--- src/rtl/sbfm_div.sv ---
// ----------------------------------------------------------------------------
// sbfm_div: pipelined restoring divider
// One quotient bit per stage: q = floor(num * 2^QB / den), num < den.
// ----------------------------------------------------------------------------
`default_nettype none

module sbfm_div #(
  parameter int AW  = 24,
  parameter int QB  = 32,
  parameter int SBW = 8
) (
  input  wire logic           clk,
  input  wire logic           rst,
  input  wire logic           adv,
  input  wire logic           in_valid,
  input  wire logic [AW-1:0]  num,
  input  wire logic [AW-1:0]  den,
  input  wire logic [SBW-1:0] sb_in,
  output logic                out_valid,
  output logic [QB-1:0]       q,
  output logic [SBW-1:0]      sb_out
);

  logic [AW-1:0]  rem_r [QB];
  logic [AW-1:0]  den_r [QB];
  logic [QB-1:0]  q_r   [QB];
  logic [SBW-1:0] sb_r  [QB];
  logic           vld   [QB];

  for (genvar i = 0; i < QB; i++) begin : g_stage
    logic [AW-1:0]  rem_p;
    logic [AW-1:0]  den_p;
    logic [QB-1:0]  q_p;
    logic [SBW-1:0] sb_p;
    logic           vld_p;
    logic [AW:0]    r2;
    logic [AW:0]    diff;
    logic           ge;

    if (i == 0) begin : g_first
      assign rem_p = num;
      assign den_p = den;
      assign q_p   = '0;
      assign sb_p  = sb_in;
      assign vld_p = in_valid;
    end else begin : g_next
      assign rem_p = rem_r[i-1];
      assign den_p = den_r[i-1];
      assign q_p   = q_r[i-1];
      assign sb_p  = sb_r[i-1];
      assign vld_p = vld[i-1];
    end

    // one restoring step
    assign r2   = {rem_p, 1'b0};
    assign ge   = r2 >= {1'b0, den_p};
    assign diff = r2 - {1'b0, den_p};

    always_ff @(posedge clk) begin
      if (rst) begin
        vld[i] <= 1'b0;
      end else if (adv) begin
        vld[i] <= vld_p;
      end
    end

    always_ff @(posedge clk) begin
      if (adv) begin
        rem_r[i] <= ge ? diff[AW-1:0] : r2[AW-1:0];
        den_r[i] <= den_p;
        q_r[i]   <= {q_p[QB-2:0], ge};
        sb_r[i]  <= sb_p;
      end
    end
  end

  assign out_valid = vld[QB-1];
  assign q         = q_r[QB-1];
  assign sb_out    = sb_r[QB-1];

endmodule

`default_nettype wire

--- config.mk ---
export PLATFORM = sky130hd
export DESIGN_NAME = sbfm_div
export DESIGN_NICKNAME = d
export VERILOG_FILES = /design/src/rtl/sbfm_div.sv
export SDC_FILE = /design/constraint.sdc
export NUM_CORES = 2
export LEC_CHECK = 0
export BUFFER_PORTS_ARGS = -buffer_cell sky130_fd_sc_hd__buf_2
export CORE_UTILIZATION = 49
export CTS_BUF_LIST = sky130_fd_sc_hd__clkbuf_16
export CTS_CLUSTER_DIAMETER = 60
export DETAILED_ROUTE_END_ITERATION = 12
export GPL_TIMING_DRIVEN = 0
export PLACE_DENSITY = 0.67
export SLEW_MARGIN = 0
export SYNTH_ARGS = -nofsm -noshare
export SYNTH_HDL_FRONTEND = slang
export SYNTH_SLANG_ARGS = --single-unit
--- constraint.sdc ---
create_clock -name clk -period 4.3 [get_ports clk]
set_input_delay 0.645 -clock clk [delete_from_list [all_inputs] [get_ports clk]]
set_output_delay 0.645 -clock clk [all_outputs]
set_load 0.02 [all_outputs]
# Word-level counts from Yosys, hierarchy flattened
# Memories as Yosys holds them, arrays and structs flattened.
# Index checks and enable logic that the tools add are counted.
# totals
reg_bits	0
latchBits	0
rom_bits	0
ram_bits	2848
elab_cells	171
out_inout_bits	41
in_bits	60
mem_count	5
# memory_table
name	words	width	read_ports	rd_ports_with_merged_regs	wr	line_no	rtl
q_r	32	32	32	0	32	26	logic [QB-1:0] q_r [QB];
den_r	32	24	31	0	32	25	logic [AW-1:0] den_r [QB];
rem_r	32	24	31	0	32	24	logic [AW-1:0] rem_r [QB];
sb_r	32	8	32	0	32	27	logic [SBW-1:0] sb_r [QB];
vld	32	1	32	0	32	28	logic vld [QB];
# op_classes
reduce_logical	0
magnitude_cmp	32
n_shift	0
bitwise	32
n_mul	0
div	0
add_sub_neg	32
n_eq_ne	0
mux	70
# ops
cell	n
25-bit by 24-bit >= comparator with 1-bit output	32
24-bit two-way mux	32
24-bit subtractor	32
1-bit two-way mux	38
1-bit bitwise OR	32

# Longest topological paths before layout
# depth
ltp_word	4
depth_mapped	15

# Least setup slack after synthesis
# OpenSTA, ideal clock, no wires.
# synth_timing
path_kind	input to register
from	input port den[1]
to	memory rem_r[0][18], data pin
required_time_ns	4.040
arrival_time_ns	3.566
path_buffers	2
setup_slack_ns	0.475
stages	14
cell_sequence	inv_1 ha_1 nor2b_1 o21ai_1 a21boi_0 o31a_1 a2111oi_2 nor3_1 o21bai_1 or4b_1 a311o_1 buf_2 buf_6 mux2_2
# synth_lines
item	line_no	rtl
from (decl)	17	input wire logic [AW-1:0] den,
to (decl)	24	

==> summary.txt <==
Final nets - 10400
H-tree Lvls - 5
Worst EP required - 4.89 ns
initial antenna violation count - 4
share of flip-flops with an asynchronous set or reset - 0
Worst Skew - 0.0608 ns
starting density of the core - 0.493
Gate Count Post-Synth - 9056
post-synth net total - 9914
CP max stage cell - o41ai_4
placed inst area - 121000 um^2
vias in the first global route - 69800
num rows - 178
crit share post-route - 0.968
first-pass GRT wire length - 388000 um
CP cell instances - inv_1 > ha_1 > nor2b_1 > o31a_1 > o41ai_4 > o21ai_2 > o41ai_4 > o21ai_2 > a221o_1 > a2111oi_4 > o21ai_4 > buf_4 > mux2_2
Buffers & Inverters on Critical Path - 2
pin count of the biggest net entering global routing - 193
Avg Cell Area, Syn - 12.8 um^2
worst slew pin tran - 1.14 ns
die area - 239000 um^2
Initial DRT Pass Iterations - 5
Hold WC Path Type - in2reg
Critical Path AT - 4.75 ns
num ports - 101
synthesis-to-finish area growth - 12.6%
detailed placement HPWL - 179000 um
sum of negative setup slack - 0 ns
total CTS buffers - 281
status - complete, no violations
synth top area cells - edfxtp_1, ha_1, mux2_2
Slew Viols, Final - 0
Slew headroom - 0.234
sequential area share after synthesis - 0.596
number of synthesized flops with an enable pin - 2304
Final Cell Area - 131000 um^2
PortBufs - 100
Main synth FF type - edfxtp_1
Final min period - 4.16 ns
Pleak - 52.5 nW
WL/cell - 19.2 um
CP Max Fanout - 10
Final Total Pwr - 99.4 mW
Clock Path Buffers - 4
clock sinks - 2304
die width - 489 um
gr ovfl total - 0
Yosys warning count - 0
clock root buffer master - clkbuf_16
share of cells above drive strength 1 - 0.122
CTS tree - yes
GPL Wtd Cong - 0.929
ANT nets after route - 0
core area - 235000 um^2
WS Path Type - reg2reg
Die Y-Extent - 489 um
Setup crit start kind - flop
initial DRC count - 5437
unique cell type count in the Yosys netlist - 90
Routed WL - 247000 um
Yosys top cell area share - 0.596
final number of hold-violating endpoints - 0
maximum vdd ir drop - 0.000396 V
Via density - 5.49
Via Count - 70600
leading area contributor after synthesis - edfxtp_1
fmax - 240 MHz
critical path's largest stage delay - 0.50 ns
maxcap violations - 0
gr usage total - 0.206
DRC - 0
Skew-Pair Late Insertion Delay - 0.91 ns
final-report setup violation count - 0
Mapped Area - 116000 um^2
#FFs+latches synth - 2304
delay-heaviest family, CP - compound AO/OA/AOI/OAI gates
Pwr per Cell Area - 761 nW/um^2
clock transition at the registers of the reported paths - 0.05 ns
critical path endpoint category - flop
[cells in the final DEF (no fill, tap or decap), types with 37 or more instances in the layout]
cell type / count
edfxtp_1: 2304
or3_1: 39
nand2b_1: 95
o21ai_0: 426
mux2i_1: 42
nor2b_1: 110
and2_1: 75
a21o_1: 326
buf_2: 110
a31oi_1: 45
nand2_1: 458
a21oi_1: 551
and3_1: 76
clkbuf_16: 286
ha_1: 767
nor3_1: 122
clkbuf_1: 81
xnor2_1: 376
a211oi_1: 42
nand4_1: 104
nand3_1: 126
mux2_2: 486
clkinv_1: 51
nor2_1: 434
o21a_1: 110
inv_1: 1007
o31ai_1: 37
a21boi_0: 52
o21bai_1: 63
xor2_1: 206
[sequential cells by signal (all words and copies together), names as in the netlist]
register  cells
sb_r        256
rem_r       744
q_r         528
den_r       744
vld          32
[logic make-up (layout without fill, tap and decap cells)]
group / Yosys count / in the layout / synth area share
adders and majority gates: 798 / 798 / 0.0880
AOI/OAI and AO/OA: 1969 / 1969 / 0.109
and+or+nand+nor: 1754 / 1754 / 0.0736
xor gates and xnor gates: 582 / 582 / 0.0439
muxes: 545 / 545 / 0.0530
buffers and inverters: 1104 / 1744 / 0.0362
other: 0 / 1 / 0
DFF: 2304 / 2304 / 0.596
[cells in the mapped netlist, types with 116 or more instances]
cell	instances
edfxtp_1	2304
ha_1	767
mux2_2	486
o21ai_0	433
inv_1	962
nor2_1	434
a21o_1	326
nor3_1	122
xnor2_1	376
nand3_1	126
clkbuf_1	116
nand2_1	458
xor2_1	206
a21oi_1	553
[repair_timing]
| item | in CTS | in global routing |
|---|---|---|
| hold buffers | 33 | 0 |
| cloned | 0 | 1 |
| resized for setup | 45 | 79 |
| endpoints found under the setup margin | 358 | 517 |
| setup buffers | 6 | 9 |
| endpoints found under the hold margin | 33 | 0 |
| pin swaps | 4 | 12 |
[path summary, 6_finish.rpt]
check	start	end	slack, ns	cells after the start
setup / recovery	den_r[0][193]	rem_r[4][45]	0.14	13
hold reg to reg	q_r[4][103]	q_r[5][8]	0.37	0
setup reg to reg	den_r[0][193]	rem_r[4][45]	0.14	13
hold / removal	num[20]	rem_r[0][21]	0.09	2
[where the power goes]
| group | switching [mW] | leakage (nW) | internal [mW] | total (mW) |
|---|---|---|---|---|
| logic | 22.7 | 25.4 | 18.8 | 41.4 |
| registers | 2.95 | 22.6 | 32.2 | 35.2 |
| clock network | 9.09 | 4.49 | 13.7 | 22.8 |
| total | 34.7 | 52.5 | 64.7 | 99.4 |
[area by class of cell]
cell class	instances	area (um^2)
multi-input combinational	5648	43100
timing repair buffer	162	1340
antenna	1	2.50
clock buffer	285	7130
inverter	963	3610
fill	19200	105000
tap	3150	3940
clock inverter	197	1740
buffer	137	637
sequential	2304	69200
[per-layer routing]
layer  track usage  share of wire
met4        0.0640          0.029
met5             0              0
met1         0.281           0.45
met3        0.0281          0.045
met2         0.339           0.48
[through the flow]
step                setup WS [ns]  cells  hold WS (ns)   util
finish                      0.138  12800        0.0931  0.555
global route             -0.00928  12800        0.0465  0.555
CTS                       0.00326  12800        0.0167  0.554
detailed placement         -0.827  12300         0.405  0.514
global placement           -35.37  12300         0.400  0.512
floorplan                   0.475   9056         0.400      -
No activity file was read; power rests on OpenSTA's default activity.
