==> src/rtl/sbfm_pkg.sv <==
// ----------------------------------------------------------------------------
// sbfm_pkg: shared types and constants of the batch fade mixer
// Register indexes of the configuration port and the mix bus width.
// ----------------------------------------------------------------------------
`default_nettype none

package sbfm_pkg;

  // mix bus width, fixed by the bus format
  localparam int MIX_WIDTH = 32;

  // configuration port index width
  localparam int CFG_IDX_WIDTH = 3;

  typedef enum logic [CFG_IDX_WIDTH-1:0] {
    CFG_BATCH_TIME   = 3'd0,
    CFG_START_INDEX  = 3'd1,
    CFG_END_INDEX    = 3'd2,
    CFG_FADE_IN_LEN  = 3'd3,
    CFG_FADE_OUT_LEN = 3'd4,
    CFG_FADE_CURVE   = 3'd5,
    CFG_PLAY_REVERSE = 3'd6
  } cfg_index_t;

endpackage

`default_nettype wire

==> src/rtl/sbfm_mac.sv <==
// ----------------------------------------------------------------------------
// sbfm_mac: gain multiply, rounding and saturating mix add
// Stage 1 registers the product, stage 2 the saturated bus sum.
// ----------------------------------------------------------------------------
`default_nettype none

module sbfm_mac import sbfm_pkg::*; #(
  parameter int SW  = 24,
  parameter int G   = 16,
  parameter int SBW = 8
) (
  input  wire logic                 clk,
  input  wire logic                 rst,
  input  wire logic                 adv,
  input  wire logic                 in_valid,
  input  wire logic signed [SW-1:0] src,
  input  wire logic signed [MIX_WIDTH-1:0] mix,
  input  wire logic [G:0]           gain_in,
  input  wire logic [SBW-1:0]       sb_in,
  output logic                      out_valid,
  output logic signed [MIX_WIDTH-1:0] sum_out,
  output logic [G:0]                gain_out,
  output logic [SBW-1:0]            sb_out
);

  localparam int PW   = SW + G + 2;
  localparam int WW   = PW - G;
  localparam int SUMW = ((WW > MIX_WIDTH) ? WW : MIX_WIDTH) + 1;

  logic                        vld_p;
  logic signed [PW-1:0]        prod;
  logic signed [MIX_WIDTH-1:0] mix_p;
  logic [G:0]                  gain_p;
  logic [SBW-1:0]              sb_p;

  logic signed [PW-1:0]   rnd;
  logic signed [WW-1:0]   wtd;
  logic signed [SUMW-1:0] sum;
  logic [SUMW-MIX_WIDTH:0] top_bits;
  logic signed [MIX_WIDTH-1:0] sat;

  // round half up, then add to the bus
  assign rnd      = prod + PW'(1 << (G - 1));
  assign wtd      = WW'(rnd >>> G);
  assign sum      = SUMW'(mix_p) + SUMW'(wtd);
  assign top_bits = sum[SUMW-1:MIX_WIDTH-1];

  // saturate when the upper bits disagree with the sign
  always_comb begin
    if ((top_bits == '0) || (top_bits == '1)) begin
      sat = sum[MIX_WIDTH-1:0];
    end else if (sum[SUMW-1]) begin
      sat = {1'b1, {(MIX_WIDTH-1){1'b0}}};
    end else begin
      sat = {1'b0, {(MIX_WIDTH-1){1'b1}}};
    end
  end

  always_ff @(posedge clk) begin
    if (rst) begin
      vld_p     <= 1'b0;
      out_valid <= 1'b0;
    end else if (adv) begin
      vld_p     <= in_valid;
      out_valid <= vld_p;
    end
  end

  always_ff @(posedge clk) begin
    if (adv) begin
      prod     <= PW'(src) * $signed({1'b0, gain_in});
      mix_p    <= mix;
      gain_p   <= gain_in;
      sb_p     <= sb_in;
      sum_out  <= sat;
      gain_out <= gain_p;
      sb_out   <= sb_p;
    end
  end

endmodule

`default_nettype wire

==> config.mk <==
export PLATFORM = sky130hd
export DESIGN_NAME = sbfm_mac
export DESIGN_NICKNAME = d
export VERILOG_FILES = /design/src/rtl/sbfm_pkg.sv /design/src/rtl/sbfm_mac.sv
export SDC_FILE = /design/constraint.sdc
export NUM_CORES = 1
export LEC_CHECK = 0
export BUFFER_PORTS_ARGS = -buffer_cell sky130_fd_sc_hd__buf_2
export CAP_MARGIN = 20
export CORE_MARGIN = 2
export CORE_UTILIZATION = 45
export CTS_BUF_LIST = sky130_fd_sc_hd__clkbuf_2
export CTS_CLUSTER_DIAMETER = 150
export CTS_CLUSTER_SIZE = 14
export DETAILED_ROUTE_END_ITERATION = 10
export GPL_ROUTABILITY_DRIVEN = 1
export HOLD_SLACK_MARGIN = 0.08
export PLACE_DENSITY = 0.64
export SLEW_MARGIN = 25
export SYNTH_ARGS = -nofsm -noshare
export SYNTH_HDL_FRONTEND = slang
export SYNTH_SLANG_ARGS = --single-unit
==> constraint.sdc <==
create_clock -name clk -period 10.1 [get_ports clk]
set_clock_uncertainty 0.1 [all_clocks]
set_input_delay 2.02 -clock clk [delete_from_list [all_inputs] [get_ports clk]]
set_output_delay 2.02 -clock clk [all_outputs]
set_load 0.01 [all_outputs]
[Yosys cells after proc, flatten, opt, wreduce, memory -nomap -nowiden]
Cells that the tools add are included.
Cells by class
  add/subtract/negate cells: 2
  $mul: 1
  eq/ne operators: 1
  multiplexer cells: 2
  reduce and logical (&&, ||, !) cells: 2
Operators by type and width (count)
  2-to-1 mux 32 bit: 2
  adder 42 x 17 -> 42 bit, second input constant: 1
  multiplier 24 x 18 -> 42 bit: 1
  adder 32 x 26 -> 33 bit: 1
  == test 2 bit, second input constant: 1
  logical NOT 2 bit: 1
  logical OR 1 bit: 1
Word-level totals
  register bits: 158
  bits of input ports: 85
  word-level logic and storage cells: 17

[Logic depth before layout (Yosys ltp)]
  word-level depth: 5
  mapped depth: 24
  depth with buffers taken out: 23

[Worst setup path before layout]
Ideal clock, no wire load.
  kind: input to register
  start point: input gain_in[3]
  end point: register prod[36] (data pin)
  data arrival time: 7.556 ns
  required time: 9.738 ns
  slack: 2.182 ns
  stages on the path: 23
  path buffers: 1
  path through: clkbuf_1 -> nand2_1 -> inv_1 -> fa_1 -> inv_1 -> fa_1 -> fa_1 -> inv_1 -> fa_1 -> fa_1 -> inv_1 -> fa_1 -> inv_1 -> ha_1 -> a21o_1 -> a21o_1 -> a21o_1 -> a21oi_1 -> o22ai_1 -> o31a_1 -> a2111oi_2 -> o21bai_1 -> xor2_1
Between the ends
  longest elaborated chain between the ends: 1
RTL lines
  from (decl): RTL line sbfm_mac.sv:18  | input wire logic [G:0] gain_in,
  multiplier 24 x 18 -> 42 bit: RTL line sbfm_mac.sv:71  | prod <= PW'(src) * $signed({1'b0, gain_in});
  to (signal assigned): RTL line sbfm_mac.sv:71
  to (decl): RTL line sbfm_mac.sv:31  | logic signed [PW-1:0] prod;
Every way passes these cells.
A chain may end at the register's enable or synchronous reset.

[Worst setup path after layout]
  start point: input gain_in[7]
  end point: register prod[36] (data pin)
The elaborated chain is that of the path after synthesis.

==> impl_metrics.csv <==
group,metric,value,unit
detailed_routing,drc,0,
finish,fill_cells,4217,
flow_run,cap_violations,0,
timing,slew_viol_final,0,
worst_setup_path,crit_path_end,"prod[36]$_DFFE_PP_",
hold_path,hold_class,"reg2reg",
placed_design,hpwl,38.6,mm
global_routing,antenna_found_initial,1,
detailed_routing,firstDrtPassIters,7,
synth,async_reset_ff_share,0,%
clocking,cts.reportedPaths.clkPinSlew,230,ps
timing,setup_violations,0,
hold_path,hold_depth,0,
worst_setup_path,path_cells,"buf_2, and2_1, fa_1, inv_1, fa_1, fa_1, inv_1, fa_1, fa_1, fa_1, ha_1, a211oi_1, nand2_1, a31oi_1, buf_4, or4_1, o22ai_1, o31a_1, a2111oi_2, o21bai_1, xor2_1",
synth,yosys_warnings,0,
global_routing,grt_max_degree,80,
run_status,status,"completed",
worst_setup_path,setup.worst_path.start,"gain_in[7]",
global_routing,grt_pass1_wl,79.3,mm
hold_path,min_from,"gain_p[16]$_DFFE_PP_",
worst_setup_path,rrSetupSlack,4670,ps
global_routing,grt_pass1_vias,14900,
placed_design,dpl-instance-area,21900,um^2
worst_setup_path,path_max_fanout,25,
worst_setup_path,path_common_cell,"fa_1",
clocking,clockRootBuffer,"clkbuf_2",
timing,max_slew_margin,38.1,%
worst_setup_path,ff2ff_path_depth,19,
clocking,cts.sinks,143,
worst_setup_path,r2r_end,"sum_out[19]$_DFFE_PP_",
synth,synth_cells,2026,
synth,synth_area_leader_cell,"fa_1",
worst_setup_path,max_stage_delay,560,ps
die,start_util,45.6,%
clocking,numCtsBuffers,17,
worst_setup_path,startpoint_type,"input pin",
finish,ff_latch_area,4270,um^2
worst_setup_path,end_kind,"flip-flop",
clocking,cts_buffer_depth,2,
synth,synth.area.mux_share,0.0967,%
synth,synth-adder-area-share,47.0,%
die,fp.dieH,219,um
synth,ys.flop_type,"edfxtp_1",
worst_setup_path,slowest_stage,"fa_1",
synth,synthTopCellsByArea,"fa_1 39%, edfxtp_1 20%, inv_1 8.2%, ha_1 8.0%, and2_1 5.8%",
synth,synth-simple-area-share,13.2,%
worst_setup_path,cp_top_family,"adder cells",
worst_setup_path,cp_num_buf_inv,4,
clocking,cts_resized,0,
global_routing,grt.total_usage,21.8,%
timing,fmax,0.132,GHz
finish,fin_area,22200,um^2
timing,setup_tns,0,ps
synth,syn_nets,2643,
finish,drive_gt1_share,9.03,%
detailed_routing,vias,13900,
clocking,hold_buffers,0,
detailed_routing,wirelength,48.7,mm
detailed_routing,wire_per_inst,17.8,um
placed_design,gp_congestion,0.879,
placed_design,portBuffers,142,
synth,synth.distinct_cells,59,
synth,synth-xor-area-share,3.76,%
global_routing,grt_overflow,0,
clocking,clock_latency,1020,ps
finish,syn_to_final_growth,6.96,%
synth,synth_area,20700,um^2
clocking,postCtsSetupBuffers,0,
timing,min_period,7550,ps
finish,multi_input_area,14500,um^2
detailed_routing,postRouteAntennaNets,0,
timing,worst_slew_pin_slew,929,ps
worst_setup_path,crit_cells,21,
clocking,cts_tree,"yes",
timing,finalHoldViolations,0,
die,core,45400,um^2
die,io_pins,143,
synth,ys_seq_elements,143,
detailed_routing,vias_per_cell,5.07,
die,core.rowCount,78,
synth,yosysSeqAreaShare,20.6,%
worst_setup_path,reg2reg_from,"prod[17]$_DFFE_PP_",
detailed_routing,drtIter0Drc,710,
synth,synth-compound-area-share,5.72,%
worst_setup_path,worstPathRequired,10700,ps
synth,syn_avg_cell_area,10.2,um^2
timing,period_share,74.8,%
worst_setup_path,criticalPathCategory,"in2reg",
synth,synth_top_family_by_area,"adder cells",
timing,rsz0062_at_grt,"no",
die,die_area,47800,um^2
worst_setup_path,arrival,8150,ps
synth,synth-edff-count,141,
synth,synth_top_area_share,38.7,%
finish,nets,2741,
clocking,htreeDepth,4,
die,die_width,219,um
-- cell usage after synthesis, drive strengths merged, types with 6 or more instances --
library cell / n
a21o: 26
ha: 132
clkbuf: 60
fa: 400
nand2: 258
o21bai: 6
and2: 191
edfxtp: 141
o21ai: 35
nor3: 6
maj3: 8
a211oi: 9
nand3: 25
a21oi: 66
xnor2: 52
and3: 14
xor2: 37
a31oi: 6
buf: 7
inv: 450
nor2: 30
nand4: 9
-- per-stage QoR --
step | hold slack, ps | cells | setup WS [ps] | utilization, %
2_1_floorplan | 300 | 2026 | 2180 | -
3_3_place_gp | 301 | 2705 | 1660 | 48.3
3_5_place_dp | 305 | 2705 | 1560 | 48.3
4_1_cts | 353 | 2737 | 2640 | 48.8
5_1_grt | 361 | 2738 | 2300 | 48.8
6_report | 351 | 2739 | 2550 | 48.8
-- worst register-to-register path, stage by stage (launching register included) --
cell	delay [ps]
edfxtp_1	480
and3_1	190
and2_1	180
nand3_1	140
nor2_1	210
and2_1	220
nand3_1	160
nor2_1	160
xor2_1	530
ha_1	310
nand3_1	180
nor4_1	490
nand2_1	90
a21oi_1	280
o311a_1	280
o21ai_1	90
a22oi_2	530
nor2_1	80
buf_4	240
o21ai_0	210
-- per-layer routing --
layer / part of all wire [%] / wire (um) / global-route usage, % / vias to the layer above
li1: - / - / - / 6399
met1: 47 / 23100 / 31.6 / 6960
met2: 43 / 21000 / 33.0 / 459
met3: 7.8 / 3820 / 4.55 / 56
met4: 1.7 / 816 / 6.58 / 0
met5: 0 / 0 / 0 / -
-- layout make-up --
class | count | share of cell area [%]
Sequential cell | 143 | 19.3
Multi-Input combinational cell | 1366 | 65.3
Clock buffer | 18 | 0.407
Tap cell | 600 | 3.39
Timing Repair Buffer | 146 | 3.37
Inverter | 450 | 7.63
Clock inverter | 14 | 0.604
Antenna cell | 2 | 0.0226
-- state kept, by name, indices dropped and copies added, names as in the netlist --
name and cells:
sum_out 32, sb_p 8, prod 27, gain_p 17, vld_p 1, out_valid 1, gain_out 17, mix_p 32
sb_out 8
-- cell usage in the layout (no fill, tap or decap), types with 7 or more instances in the layout --
| cell type | count |
|---|---|
| o21ai_0 | 32 |
| inv_1 | 450 |
| and3_1 | 14 |
| maj3_1 | 7 |
| clkbuf_2 | 18 |
| a211oi_1 | 8 |
| a21oi_1 | 66 |
| ha_1 | 132 |
| fa_1 | 400 |
| nand4_1 | 9 |
| nand3_1 | 25 |
| a21o_1 | 25 |
| xor2_1 | 37 |
| and2_1 | 191 |
| buf_2 | 141 |
| nand2_1 | 257 |
| edfxtp_1 | 141 |
| xnor2_1 | 52 |
| nor2_1 | 30 |
-- worst min-delay path by stage --
stage                             end  slack [ps]
2_1_floorplan   gain_out[0]$_DFFE_PP_         300
3_3_place_gp      sb_out[5]$_DFFE_PP_         300
3_5_place_dp    gain_out[4]$_DFFE_PP_         300
4_1_cts           sb_out[4]$_DFFE_PP_         350
5_1_grt        gain_out[16]$_DFFE_PP_         360
6_report       gain_out[16]$_DFFE_PP_         350
-- cells by family after synthesis --
group           count (synthesis)
fa+ha+maj                     540
mux                             2
xor+xnor                       89
flops                         143
buf+inv                       517
compound gates                182
simple gates                  553
Power is not shown: default switching activity piles up to over one toggle a cycle in this logic, so the estimate is an artifact.
