$ cat config.mk
export PLATFORM = sky130hd
export DESIGN_NAME = sbfm_sqrt
export DESIGN_NICKNAME = d
export VERILOG_FILES = /design/src/rtl/sbfm_sqrt.sv
export SDC_FILE = /design/constraint.sdc
export NUM_CORES = 1
export LEC_CHECK = 0
export BUFFER_PORTS_ARGS = -buffer_cell sky130_fd_sc_hd__buf_2
export CORE_AREA = 3 3 312 314
export CTS_BUF_LIST = sky130_fd_sc_hd__clkbuf_4 sky130_fd_sc_hd__clkbuf_8 sky130_fd_sc_hd__clkbuf_16
export CTS_CLUSTER_SIZE = 14
export DETAILED_ROUTE_END_ITERATION = 12
export DIE_AREA = 0 0 315 317
export GPL_ROUTABILITY_DRIVEN = 0
export SYNTH_ARGS = -nofsm -noshare
export SYNTH_HDL_FRONTEND = slang
export SYNTH_SLANG_ARGS = --single-unit
$ cat constraint.sdc
create_clock -name clk -period 7.1 [get_ports clk]
set_input_delay 1.42 -clock clk [delete_from_list [all_inputs] [get_ports clk]]
set_output_delay 1.42 -clock clk [all_outputs]
set_load 0.01 [all_outputs]
$ cat src/rtl/sbfm_sqrt.sv
// ----------------------------------------------------------------------------
// sbfm_sqrt: pipelined integer square root
// Two radicand bits per stage, floor(sqrt(x)) of a 2G-bit value.
// ----------------------------------------------------------------------------
`default_nettype none

module sbfm_sqrt #(
  parameter int G   = 16,
  parameter int SBW = 8
) (
  input  wire logic           clk,
  input  wire logic           rst,
  input  wire logic           adv,
  input  wire logic           in_valid,
  input  wire logic [2*G-1:0] x,
  input  wire logic [SBW-1:0] sb_in,
  output logic                out_valid,
  output logic [G-1:0]        root,
  output logic [SBW-1:0]      sb_out
);

  logic [G+1:0]   rem_r  [G];
  logic [G-1:0]   root_r [G];
  logic [2*G-1:0] x_r    [G];
  logic [SBW-1:0] sb_r   [G];
  logic           vld    [G];

  for (genvar i = 0; i < G; i++) begin : g_stage
    logic [G+1:0]   rem_p;
    logic [G-1:0]   root_p;
    logic [2*G-1:0] x_p;
    logic [SBW-1:0] sb_p;
    logic           vld_p;
    logic [G+3:0]   cur;
    logic [G+3:0]   trial;
    logic [G+3:0]   diff;
    logic           ge;

    if (i == 0) begin : g_first
      assign rem_p  = '0;
      assign root_p = '0;
      assign x_p    = x;
      assign sb_p   = sb_in;
      assign vld_p  = in_valid;
    end else begin : g_next
      assign rem_p  = rem_r[i-1];
      assign root_p = root_r[i-1];
      assign x_p    = x_r[i-1];
      assign sb_p   = sb_r[i-1];
      assign vld_p  = vld[i-1];
    end

    // bring down the next bit pair, try root*4+1
    assign cur   = {rem_p, x_p[2*G-1-2*i -: 2]};
    assign trial = {2'b00, root_p, 2'b01};
    assign ge    = cur >= trial;
    assign diff  = cur - trial;

    always_ff @(posedge clk) begin
      if (rst) begin
        vld[i] <= 1'b0;
      end else if (adv) begin
        vld[i] <= vld_p;
      end
    end

    always_ff @(posedge clk) begin
      if (adv) begin
        rem_r[i]  <= ge ? diff[G+1:0] : cur[G+1:0];
        root_r[i] <= {root_p[G-2:0], ge};
        x_r[i]    <= x_p;
        sb_r[i]   <= sb_p;
      end
    end
  end

  assign out_valid = vld[G-1];
  assign root      = root_r[G-1];
  assign sb_out    = sb_r[G-1];

endmodule

`default_nettype wire

# [Word-level counts from Yosys, hierarchy flattened]
# Memory sizes are Yosys's and may differ from the RTL's.
# Index checks and enable logic that the tools add are counted.
[classes] add_sub_neg=16 n_lt_le_gt_ge=16 muxes=38 bitwise_logic=16
[ops] operator=">= comparator 20 x 18 -> 1 bit" count=15
[ops] operator="two-way mux 18 bit" count=16
[ops] operator="subtractor 18 bit" count=15
[ops] operator="two-way mux 1 bit" count=22
[ops] operator="bitwise OR 1 bit" count=16
[ops] operator="subtractor 2 x 1 -> 3 bit, second input constant" count=1
[ops] operator=">= comparator 2 x 1 -> 1 bit, second input constant" count=1
[totals] regBits=0 ramBits=1200 in_bits=44 mem_count=5
[memory_table] memory="x_r" words=16 width=32 rd=15 rd_clocked_by_memory_dff=0 write_ports=16 line_no="24" rtl="logic [2*G-1:0] x_r [G];"
[memory_table] memory="rem_r" words=16 width=18 rd=15 rd_clocked_by_memory_dff=0 write_ports=16 line_no="22" rtl="logic [G+1:0] rem_r [G];"
[memory_table] memory="root_r" words=16 width=16 rd=16 rd_clocked_by_memory_dff=0 write_ports=16 line_no="23" rtl="logic [G-1:0] root_r [G];"
[memory_table] memory="sb_r" words=16 width=8 rd=16 rd_clocked_by_memory_dff=0 write_ports=16 line_no="25" rtl="logic [SBW-1:0] sb_r [G];"
[memory_table] memory="vld" words=16 width=1 rd=16 rd_clocked_by_memory_dff=0 write_ports=16 line_no="26" rtl="logic vld [G];"

# [Depth between registers and ports, before layout]
# Gate-level depths: netlist of the first run.
[depth] ltp_word=4 mapped_depth=11 mapped_depth_nobuf=10

# [Worst setup path before layout of the first run]
# No wires, ideal clock.
[synth_path] path_kind="reg2reg" startpoint="memory rem_r[1][72] in the netlist's numbering" endpoint="memory rem_r[1][101] in the netlist's numbering (data pin)" setup_ps=270 arrival_time_ps=2368 t_required_ps=6830 slack_ps=4462 path_stages_with_launch=11 path_buffers=2 period_less_slack_ps=2638 cell_sequence="edfxtp_1 ha_1 nor2b_1 o31a_1 o21ai_0 o221ai_1 a21o_1 buf_2 buf_1 nor2_1 a21oi_1"
[synth_rtl] item="start, declared" line_no="22"

==> results of run 1 <==
[sequential cells by signal (all words and copies together) (netlist names)]
| signal | flops |
|---|---|
| sb_r | 128 |
| x_r | 240 |
| vld | 16 |
| rem_r | 250 |
| root_r | 136 |
[path summary, 6_finish.rpt]
kind              slack, ns           end          from  cells after the start
hold / removal         0.41    x_r[5][36]     x_r[5][4]                      0
setup / recovery       3.74  rem_r[1][76]  rem_r[1][55]                      7
setup reg to reg       3.74  rem_r[1][76]  rem_r[1][55]                      7
hold reg to reg        0.41    x_r[5][36]     x_r[5][4]                      0
[placed cells by master (no fill, tap or decap), types with 5 or more instances in the layout]
master	count
and3_1	7
nand3b_1	10
nor3_1	50
o31ai_1	10
or4_1	10
xnor2_1	106
o21ai_0	97
edfxtp_1	770
ha_1	153
buf_2	67
a21o_1	40
mux2i_1	7
nand2_1	114
or2_2	8
clkinv_2	15
o41ai_1	5
inv_1	183
and2_1	24
nor2b_1	23
mux2_2	37
xor2_1	74
clkbuf_16	85
nand3_1	30
nand2b_1	23
o21bai_1	9
nor2_1	149
a211oi_1	12
clkbuf_4	14
nor4_1	28
clkinv_1	21
o21a_1	30
nand4b_1	7
a221oi_1	5
a21oi_1	136
o211ai_1	8
or3_1	18
nand4_1	19
a31oi_1	11
[where the power goes]
| part | internal [mW] | switching (mW) |
|---|---|---|
| clock | 2.39 | 1.78 |
| combinational | 0.589 | 0.759 |
| sequential | 5.56 | 0.229 |
[per-layer routing]
metal | GRT usage [%] | up-vias | wire length, µm
li1 | - | 8852 | -
met1 | 12.8 | 8688 | 23000
met2 | 18.7 | 359 | 27100
met3 | 2.50 | 143 | 2450
met4 | 4.21 | 0 | 1820
met5 | 0 | - | 0
[cells by family (layout without fill, tap and decap cells)]
kind of cell,after synthesis,count (layout),synth area share (%)
compound gates,407,407,7.68
other cells,1,2,0.0113
mux,44,44,1.47
fa+ha+maj,153,153,5.78
flops,770,770,69.8
simple gates,534,534,8.07
xor+xnor,180,180,4.76
buf+inv,214,413,2.46
[cell type report]
cell class                 count  area (µm²)  area share (%)
sequential                   770       23100            61.3
multi-input combinational   1319        9200            24.4
clock buffer                  99        2230            5.91
tap                         1265        1580            4.19
inverter                     186         698            1.85
clock inverter                54         478            1.27
timing repair buffer          74         433            1.15
antenna                        1        2.50         0.00663
==> flow_metrics.tcl, run 1 <==
set metrics [dict create \
    initialDrtViolationCount 1286 \
    n_fill_cell 8688 \
    coreArea_um2 94900 \
    async_reset_ff_share_pct 0 \
    cts.clk_slew.worst_paths_ns 0.06 \
    synth_warnings 0 \
    port_buffers 68 \
    insertion_delay_ns 0.65 \
    hold_viol 0 \
    min_path_type "register to register" \
    grt_pass1_vias 18100 \
    required_ns 7.49 \
    post_cts_resize_count 0 \
    synth_nets 2500 \
    netlist-cell-type-count 71 \
    die_x_um 315 \
    dpl.cell_count 3614 \
    synth.area.top_cells "edfxtp_1 (70%), ha_1 (5.8%), xnor2_1 (2.8%), inv_1 (2.1%), a21oi_1 (2.1%)" \
    cts_setup_buffers 0 \
    fp.dieH_um 317 \
    yosysMostFrequentCell "edfxtp_1" \
    syn_area_um2 33100 \
    p_leak_nw 14.1 \
    fin_util_pct 39.8 \
    numClockSinks 770 \
    synth_common_cells "edfxtp_1 (770), inv_1 (183), ha_1 (153), nor2_1 (149), a21oi_1 (136)" \
    dr.pass1.iters 5 \
    critPathLaunchType "register" \
    worst-path-buf-inv 0 \
    crit_top_cell "a21oi_1" \
    drive_gt1_share_pct 10.8 \
    grt_setup_unrepaired "no" \
    slew_viol_final 0 \
    grt_pass1_wl_mm 88.2 \
    syn_inst 2303 \
    dp_slack_ns 3.55 \
    start_util_pct 34.9 \
    fin_skew_ns 0.0220 \
    yosys_register_bits 770 \
    ys_seq_area_share_pct 69.8 \
    postLayoutCellArea_um2 37800 \
    fin_crit_ns 3.36 \
    cts_tree "built" \
    synth_edf_count 770 \
    critPathMaxStageDelay_ns 0.80 \
    grt_usage_pct 10.7 \
    clk_path_buf_depth 3 \
    cts_buffers 85 \
    vias_per_cell 4.79 \
    syn_to_final_growth_pct 13.9 \
    drcViolationCount 0 \
    worstMarginPinSlew_ns 1.25 \
    finalCritPeriodShare_pct 47.3 \
    crit_type "register to register" \
    vias 18000 \
    yosys.area.top_type "edfxtp_1" \
    netlist.area_leader.share_pct 69.8 \
    final.setup.worst_slack_ns 3.74 \
    fin_cells 3768 \
    setup_viol 0 \
    vdd.ir_drop.worst_uv 195 \
    final_net_count 2633 \
    cp_top_family "compound AO/OA/AOI/OAI gates" \
    worstPathCellList "ha_1 -> o21ai_0 -> a21oi_1 -> o32ai_1 -> a21oi_1 -> nor2_2 -> mux2_2" \
    crit_fanout 28 \
    total_power_mw 11.3 \
    fin_tns_setup_ns 0 \
    power.density_nw_per_um2 300 \
    gr-total-overflow 0 \
    post-dp-hpwl_mm 36.5 \
    std_cell_rows 113 \
    htree_num_levels 3 \
    hold_ws_ns 0.408 \
    outcome "complete, no violations" \
    slew_headroom_pct 16.7 \
    placed_area_um2 35000 \
    wire_per_inst_um 14.4 \
    cp_slowest_cell "nor2_2" \
    postCtsHoldBufs 0 \
    cts_root_buffer "clkbuf_16" \
    grt_max_degree 199 \
    timing.fmax_ghz 0.298 \
    synthFlopType "edfxtp_1" \
    cp-end-kind "register" \
    antenna_left 0 \
    ios 69 \
    synth.avg_cell_area_um2 14.4 \
    antenna_found_initial 1 \
    dieArea_um2 99900 \
    wl_mm 54.3 \
    drv_cap 0 \
    crit_arrival_ns 3.75 \
]
Note: power is estimated with default switching activity, not from simulation.
==> run 2, diff against run 1 <==
==> constraint.sdc (replaced) <==
create_clock -name clk -period 3 [get_ports clk]
set_input_delay 0.6 -clock clk [delete_from_list [all_inputs] [get_ports clk]]
set_output_delay 0.6 -clock clk [all_outputs]
set_load 0.01 [all_outputs]
==> flow_metrics.tcl, run 2 (synthesized netlist as in run 1, its figures left out) <==
set metrics [dict create \
    die_x_um 315 \
    placed_area_um2 35500 \
    syn_to_final_growth_pct 16.2 \
    cts_buffers 87 \
    pwr-share-clk_pct 38.9 \
    antenna_found_initial 0 \
    outcome "complete, no violations" \
    wl_mm 55.1 \
    dp_slack_ns 0.244 \
    critPathLaunchType "register" \
    grt_usage_pct 11.0 \
    start_util_pct 34.9 \
    cts_tree "built" \
    port_buffers 68 \
    cts.clk_slew.worst_paths_ns 0.06 \
    required_ns 3.39 \
    finalCritPeriodShare_pct 93.7 \
    insertion_delay_ns 0.64 \
    worstMarginPinSlew_ns 0.778 \
    gr-total-overflow 0 \
    regMostFlops "rem_r" \
    p_int_mw 21.2 \
    htree_num_levels 3 \
    antenna_left 0 \
    layout_commonest_cell "edfxtp_1" \
    grt_pass1_vias 18800 \
    fin_crit_ns 2.81 \
    power.share.sequential_pct 49.3 \
    vdd.ir_drop.worst_uv 471 \
    clk_path_buf_depth 3 \
    wire_per_inst_um 14.4 \
    hold_viol 0 \
    dieArea_um2 99900 \
    drcViolationCount 0 \
    power_switching_mw 6.60 \
    cp-end-kind "register" \
    dr.pass1.iters 8 \
    final.setup.worst_slack_ns 0.188 \
    cts_root_buffer "clkbuf_16" \
    numClockSinks 770 \
    setup_viol 0 \
    fin_tns_setup_ns 0 \
    crit_type "register to register" \
    most-common-layout-cells "edfxtp_1 (770), inv_1 (183), ha_1 (153), nor2_1 (149), a21oi_1 (136)" \
    ios 69 \
    slew_headroom_pct 48.2 \
    fin_skew_ns 0.0209 \
    drv_cap 0 \
    largest_reg_flops 250 \
    grt_pass1_wl_mm 90.7 \
    postCtsHoldBufs 0 \
    crit_fanout 6 \
    crit_arrival_ns 3.20 \
    fin_util_pct 40.6 \
    drive_gt1_share_pct 13.1 \
    p_leak_nw 14.5 \
    initialDrtViolationCount 1072 \
    coreArea_um2 94900 \
    swShare_pct 23.7 \
    fp.dieH_um 317 \
    post-dp-hpwl_mm 38.0 \
    min_path_type "input pin to register" \
    largestRegisters "rem_r (250), x_r (240), root_r (136)" \
    comb_power_share_pct 11.8 \
    std_cell_rows 113 \
    postLayoutCellArea_um2 38500 \
    grt_max_degree 108 \
    final_net_count 2681 \
    vias 18300 \
    vias_per_cell 4.78 \
    timing.fmax_ghz 0.356 \
    grt_setup_unrepaired "no" \
    antenna_cells 0 \
    hold_ws_ns 0.131 \
    slew_viol_final 0 \
    power.density_nw_per_um2 722 \
]
-- run 2: cell types whose count changed in the layout (fill, tap and decap cells not counted), sizes merged --
cell / delta
clkinvlp: +3
bufinv: +9
clkbuf: +1
inv: +2
clkinv: -7
buf: +46
diode: -1
-- run 2: timing repair --
action / in CTS / in global routing
resized for setup: 0 / 1
buffers inserted: 0 / 0
endpoints found under the hold margin: 0 / 0
endpoints found under the setup margin: 0 / 1
-- run 2: power groups by stage --
stage | Clock [mW] | Combinational (mW) | Sequential (mW)
6_report | 10.8 | 3.27 | 13.7
3_3_place_gp | 0 | 3.12 | 13.9
5_1_grt | 11.7 | 3.66 | 13.8
2_1_floorplan | 0 | 2.35 | 13.7
3_5_place_dp | 0 | 3.24 | 13.9
4_1_cts | 11.2 | 3.27 | 13.7
-- run 2: layer usage --
metal  GRT usage (%)  wire, µm  vias up
li1                -         -     8965
met1            12.6     22600     8770
met2            19.8     28000      383
met3            2.32      2240      157
met4            5.00      2200        0
met5               0         0        -
-- run 2: layout make-up --
cell class              instances  area, µm²
clock buffers                 100       2290
clock inverters                61        686
inverters                     186        698
multi-input cells            1319       9200
fillers                      8617      56400
flip-flops and latches        770      23100
repair buffers                120        903
well taps                    1265       1580
-- run 2: critical path, stage by stage (launching register included) --
cell      delay [ns]
edfxtp_1        0.40
ha_1            0.41
a21oi_1         0.29
o211ai_1        0.18
a221oi_1        0.43
o21ai_0         0.23
a31oi_1         0.33
o211ai_1        0.14
xnor2_1         0.16
-- run 2: path summary, 6_finish.rpt --
path / cells past startpoint / startpoint / endpoint / slack [ns]
max: 8 / rem_r[1][76] / rem_r[1][107] / 0.19
min: 1 / x[22] / x_r[0][22] / 0.13
max reg2reg: 8 / rem_r[1][76] / rem_r[1][107] / 0.19
min reg2reg: 0 / x_r[5][36] / x_r[6][4] / 0.41
-- run 2: stage by stage --
step	std cells	total power [mW]
detailed placement	3660	17.2
global placement	3660	17.0
floorplan	2303	16.1
CTS	3821	28.2
finish	3821	27.8
global route	3821	29.1
==> run 3, diff against run 2 <==
--- a/config.mk
+++ b/config.mk
@@ -6,11 +6,11 @@
 export NUM_CORES = 1
 export LEC_CHECK = 0
 export BUFFER_PORTS_ARGS = -buffer_cell sky130_fd_sc_hd__buf_2
-export CORE_AREA = 3 3 312 314
+export CORE_AREA = 2 2 311 313
 export CTS_BUF_LIST = sky130_fd_sc_hd__clkbuf_4 sky130_fd_sc_hd__clkbuf_8 sky130_fd_sc_hd__clkbuf_16
 export CTS_CLUSTER_SIZE = 14
 export DETAILED_ROUTE_END_ITERATION = 12
-export DIE_AREA = 0 0 315 317
+export DIE_AREA = 0 0 313 315
 export GPL_ROUTABILITY_DRIVEN = 0
 export SYNTH_ARGS = -nofsm -noshare
 export SYNTH_HDL_FRONTEND = slang
==> flow_metrics.tcl, run 3 (synthesized netlist as in run 1, its figures left out) <==
set metrics [dict create \
    grt_setup_unrepaired "no" \
    cts.clk_slew.worst_paths_ns 0.06 \
    comb_power_share_pct 12.2 \
    cp-end-kind "register" \
    postCtsHoldBufs 0 \
    port_buffers 68 \
    largestRegisters "rem_r (250), x_r (240), root_r (136)" \
    outcome "complete, no violations" \
    r2r-start "rem_r[1][76]" \
    vias 18300 \
    cts_buffers 84 \
    hold_viol 0 \
    final.setup.worst_slack_ns 0.181 \
    slew_viol_final 0 \
    finalCritPeriodShare_pct 94.0 \
    dpl.cell_count 3665 \
    largest_reg_flops 250 \
    antenna_cells 0 \
    std_cell_rows 114 \
    fin_crit_ns 2.82 \
    initialDrtViolationCount 1201 \
    min_path_type "input pin to register" \
    cp-startpoint "rem_r[1][76]" \
    endpoint "rem_r[1][105]" \
    p_leak_nw 14.4 \
    cts_root_buffer "clkbuf_16" \
    fp.dieH_um 315 \
    coreArea_um2 95700 \
    drcViolationCount 0 \
    timing.rr.end "rem_r[1][105]" \
    r2r_cells 8 \
    power.density_nw_per_um2 705 \
    grt_pass1_wl_mm 90.7 \
    total_power_mw 26.9 \
    die_x_um 313 \
    required_ns 3.37 \
    dieArea_um2 98600 \
    clk_path_buf_depth 3 \
    wire_per_inst_um 14.4 \
    dr.pass1.iters 6 \
    crit_arrival_ns 3.19 \
    grt_usage_pct 11.1 \
    n_fill_cell 8734 \
    dp_slack_ns 0.239 \
    antenna_found_initial 0 \
    final_net_count 2672 \
    regMostFlops "rem_r" \
    rrSetupSlack_ns 0.18 \
    gr-total-overflow 0 \
    fin_tns_setup_ns 0 \
    power.share.sequential_pct 51.0 \
    worstMarginPinSlew_ns 0.779 \
    drv_cap 0 \
    cts_tree "built" \
    insertion_delay_ns 0.63 \
    post-dp-hpwl_mm 37.6 \
    power_switching_mw 6.46 \
    start_util_pct 34.6 \
    layout_commonest_cell "edfxtp_1" \
    fin_skew_ns 0.0217 \
    grt_pass1_vias 18800 \
    critPathLaunchType "register" \
    setup_viol 0 \
    fin_util_pct 39.8 \
    vdd.ir_drop.worst_uv 432 \
    timing.fmax_ghz 0.355 \
    wl_mm 54.8 \
    crit_fanout 6 \
    syn_to_final_growth_pct 15.0 \
    hold_depth 1 \
    numClockSinks 770 \
    vias_per_cell 4.79 \
    p_int_mw 20.4 \
    grt_max_degree 107 \
    htree_num_levels 3 \
    pwr-share-clk_pct 36.7 \
    swShare_pct 24.1 \
    most-common-layout-cells "edfxtp_1 (770), inv_1 (183), ha_1 (153), nor2_1 (149), a21oi_1 (136)" \
    slew_headroom_pct 48.1 \
    crit_type "register to register" \
    fin_cells 3819 \
    ios 69 \
    drive_gt1_share_pct 12.4 \
    antenna_left 0 \
]
run 3: worst min path at each step:
stage	startpoint	to	slack, ns
floorplan	sb_r[0][2]	sb_r[0][10]	0.40
global placement	x_r[4][10]	x_r[4][42]	0.40
detailed placement	sb_r[0][5]	sb_r[0][13]	0.40
CTS	x[23]	x_r[0][23]	0.08
global route	x[23]	x_r[0][23]	0.09
finish	x[24]	x_r[0][24]	0.13
run 3: what timing repair did:
action | CTS | global route
gates resized for setup | 0 | 2
setup buffers | 0 | 0
setup endpoints to repair | 0 | 10
run 3: through the flow:
step	cell area (µm²)	hold slack (ns)
6_report	38100	0.129
5_1_grt	38100	0.0884
4_1_cts	38100	0.0800
3_5_place_dp	35400	0.405
3_3_place_gp	35400	0.400
2_1_floorplan	33100	0.400
run 3: layout make-up:
| class | count | area (µm²) | share of cell area [%] |
|---|---|---|---|
| flip-flops and latches | 770 | 23100 | 60.7 |
| multi-input cells | 1319 | 9210 | 24.1 |
| clock buffers | 114 | 2340 | 6.15 |
| well taps | 1276 | 1600 | 4.19 |
| repair buffers | 114 | 808 | 2.12 |
| inverters | 186 | 698 | 1.83 |
| clock inverters | 40 | 344 | 0.903 |
run 3: per-layer routing:
layer	share of wire (%)	up-vias	global-route usage [%]
li1	-	8932	-
met1	41	8788	12.4
met2	51	419	19.8
met3	4.0	168	2.34
met4	4.7	0	5.86
met5	0	-	0
run 3: worst max-delay path, cell delays in order, from the launching register on:
cell,delay [ns]
edfxtp_1,0.42
ha_1,0.41
a21oi_1,0.27
o211ai_1,0.14
a221oi_1,0.46
o21ai_0,0.23
a31oi_1,0.33
o211ai_1,0.15
xnor2_1,0.16
run 3: power groups by stage:
stage / registers (mW) / logic, mW / clock network, mW
2_1_floorplan: 13.7 / 2.35 / 0
3_3_place_gp: 13.9 / 3.12 / 0
3_5_place_dp: 13.9 / 3.26 / 0
4_1_cts: 13.7 / 3.28 / 10.2
5_1_grt: 13.8 / 3.67 / 10.6
6_report: 13.7 / 3.28 / 9.87
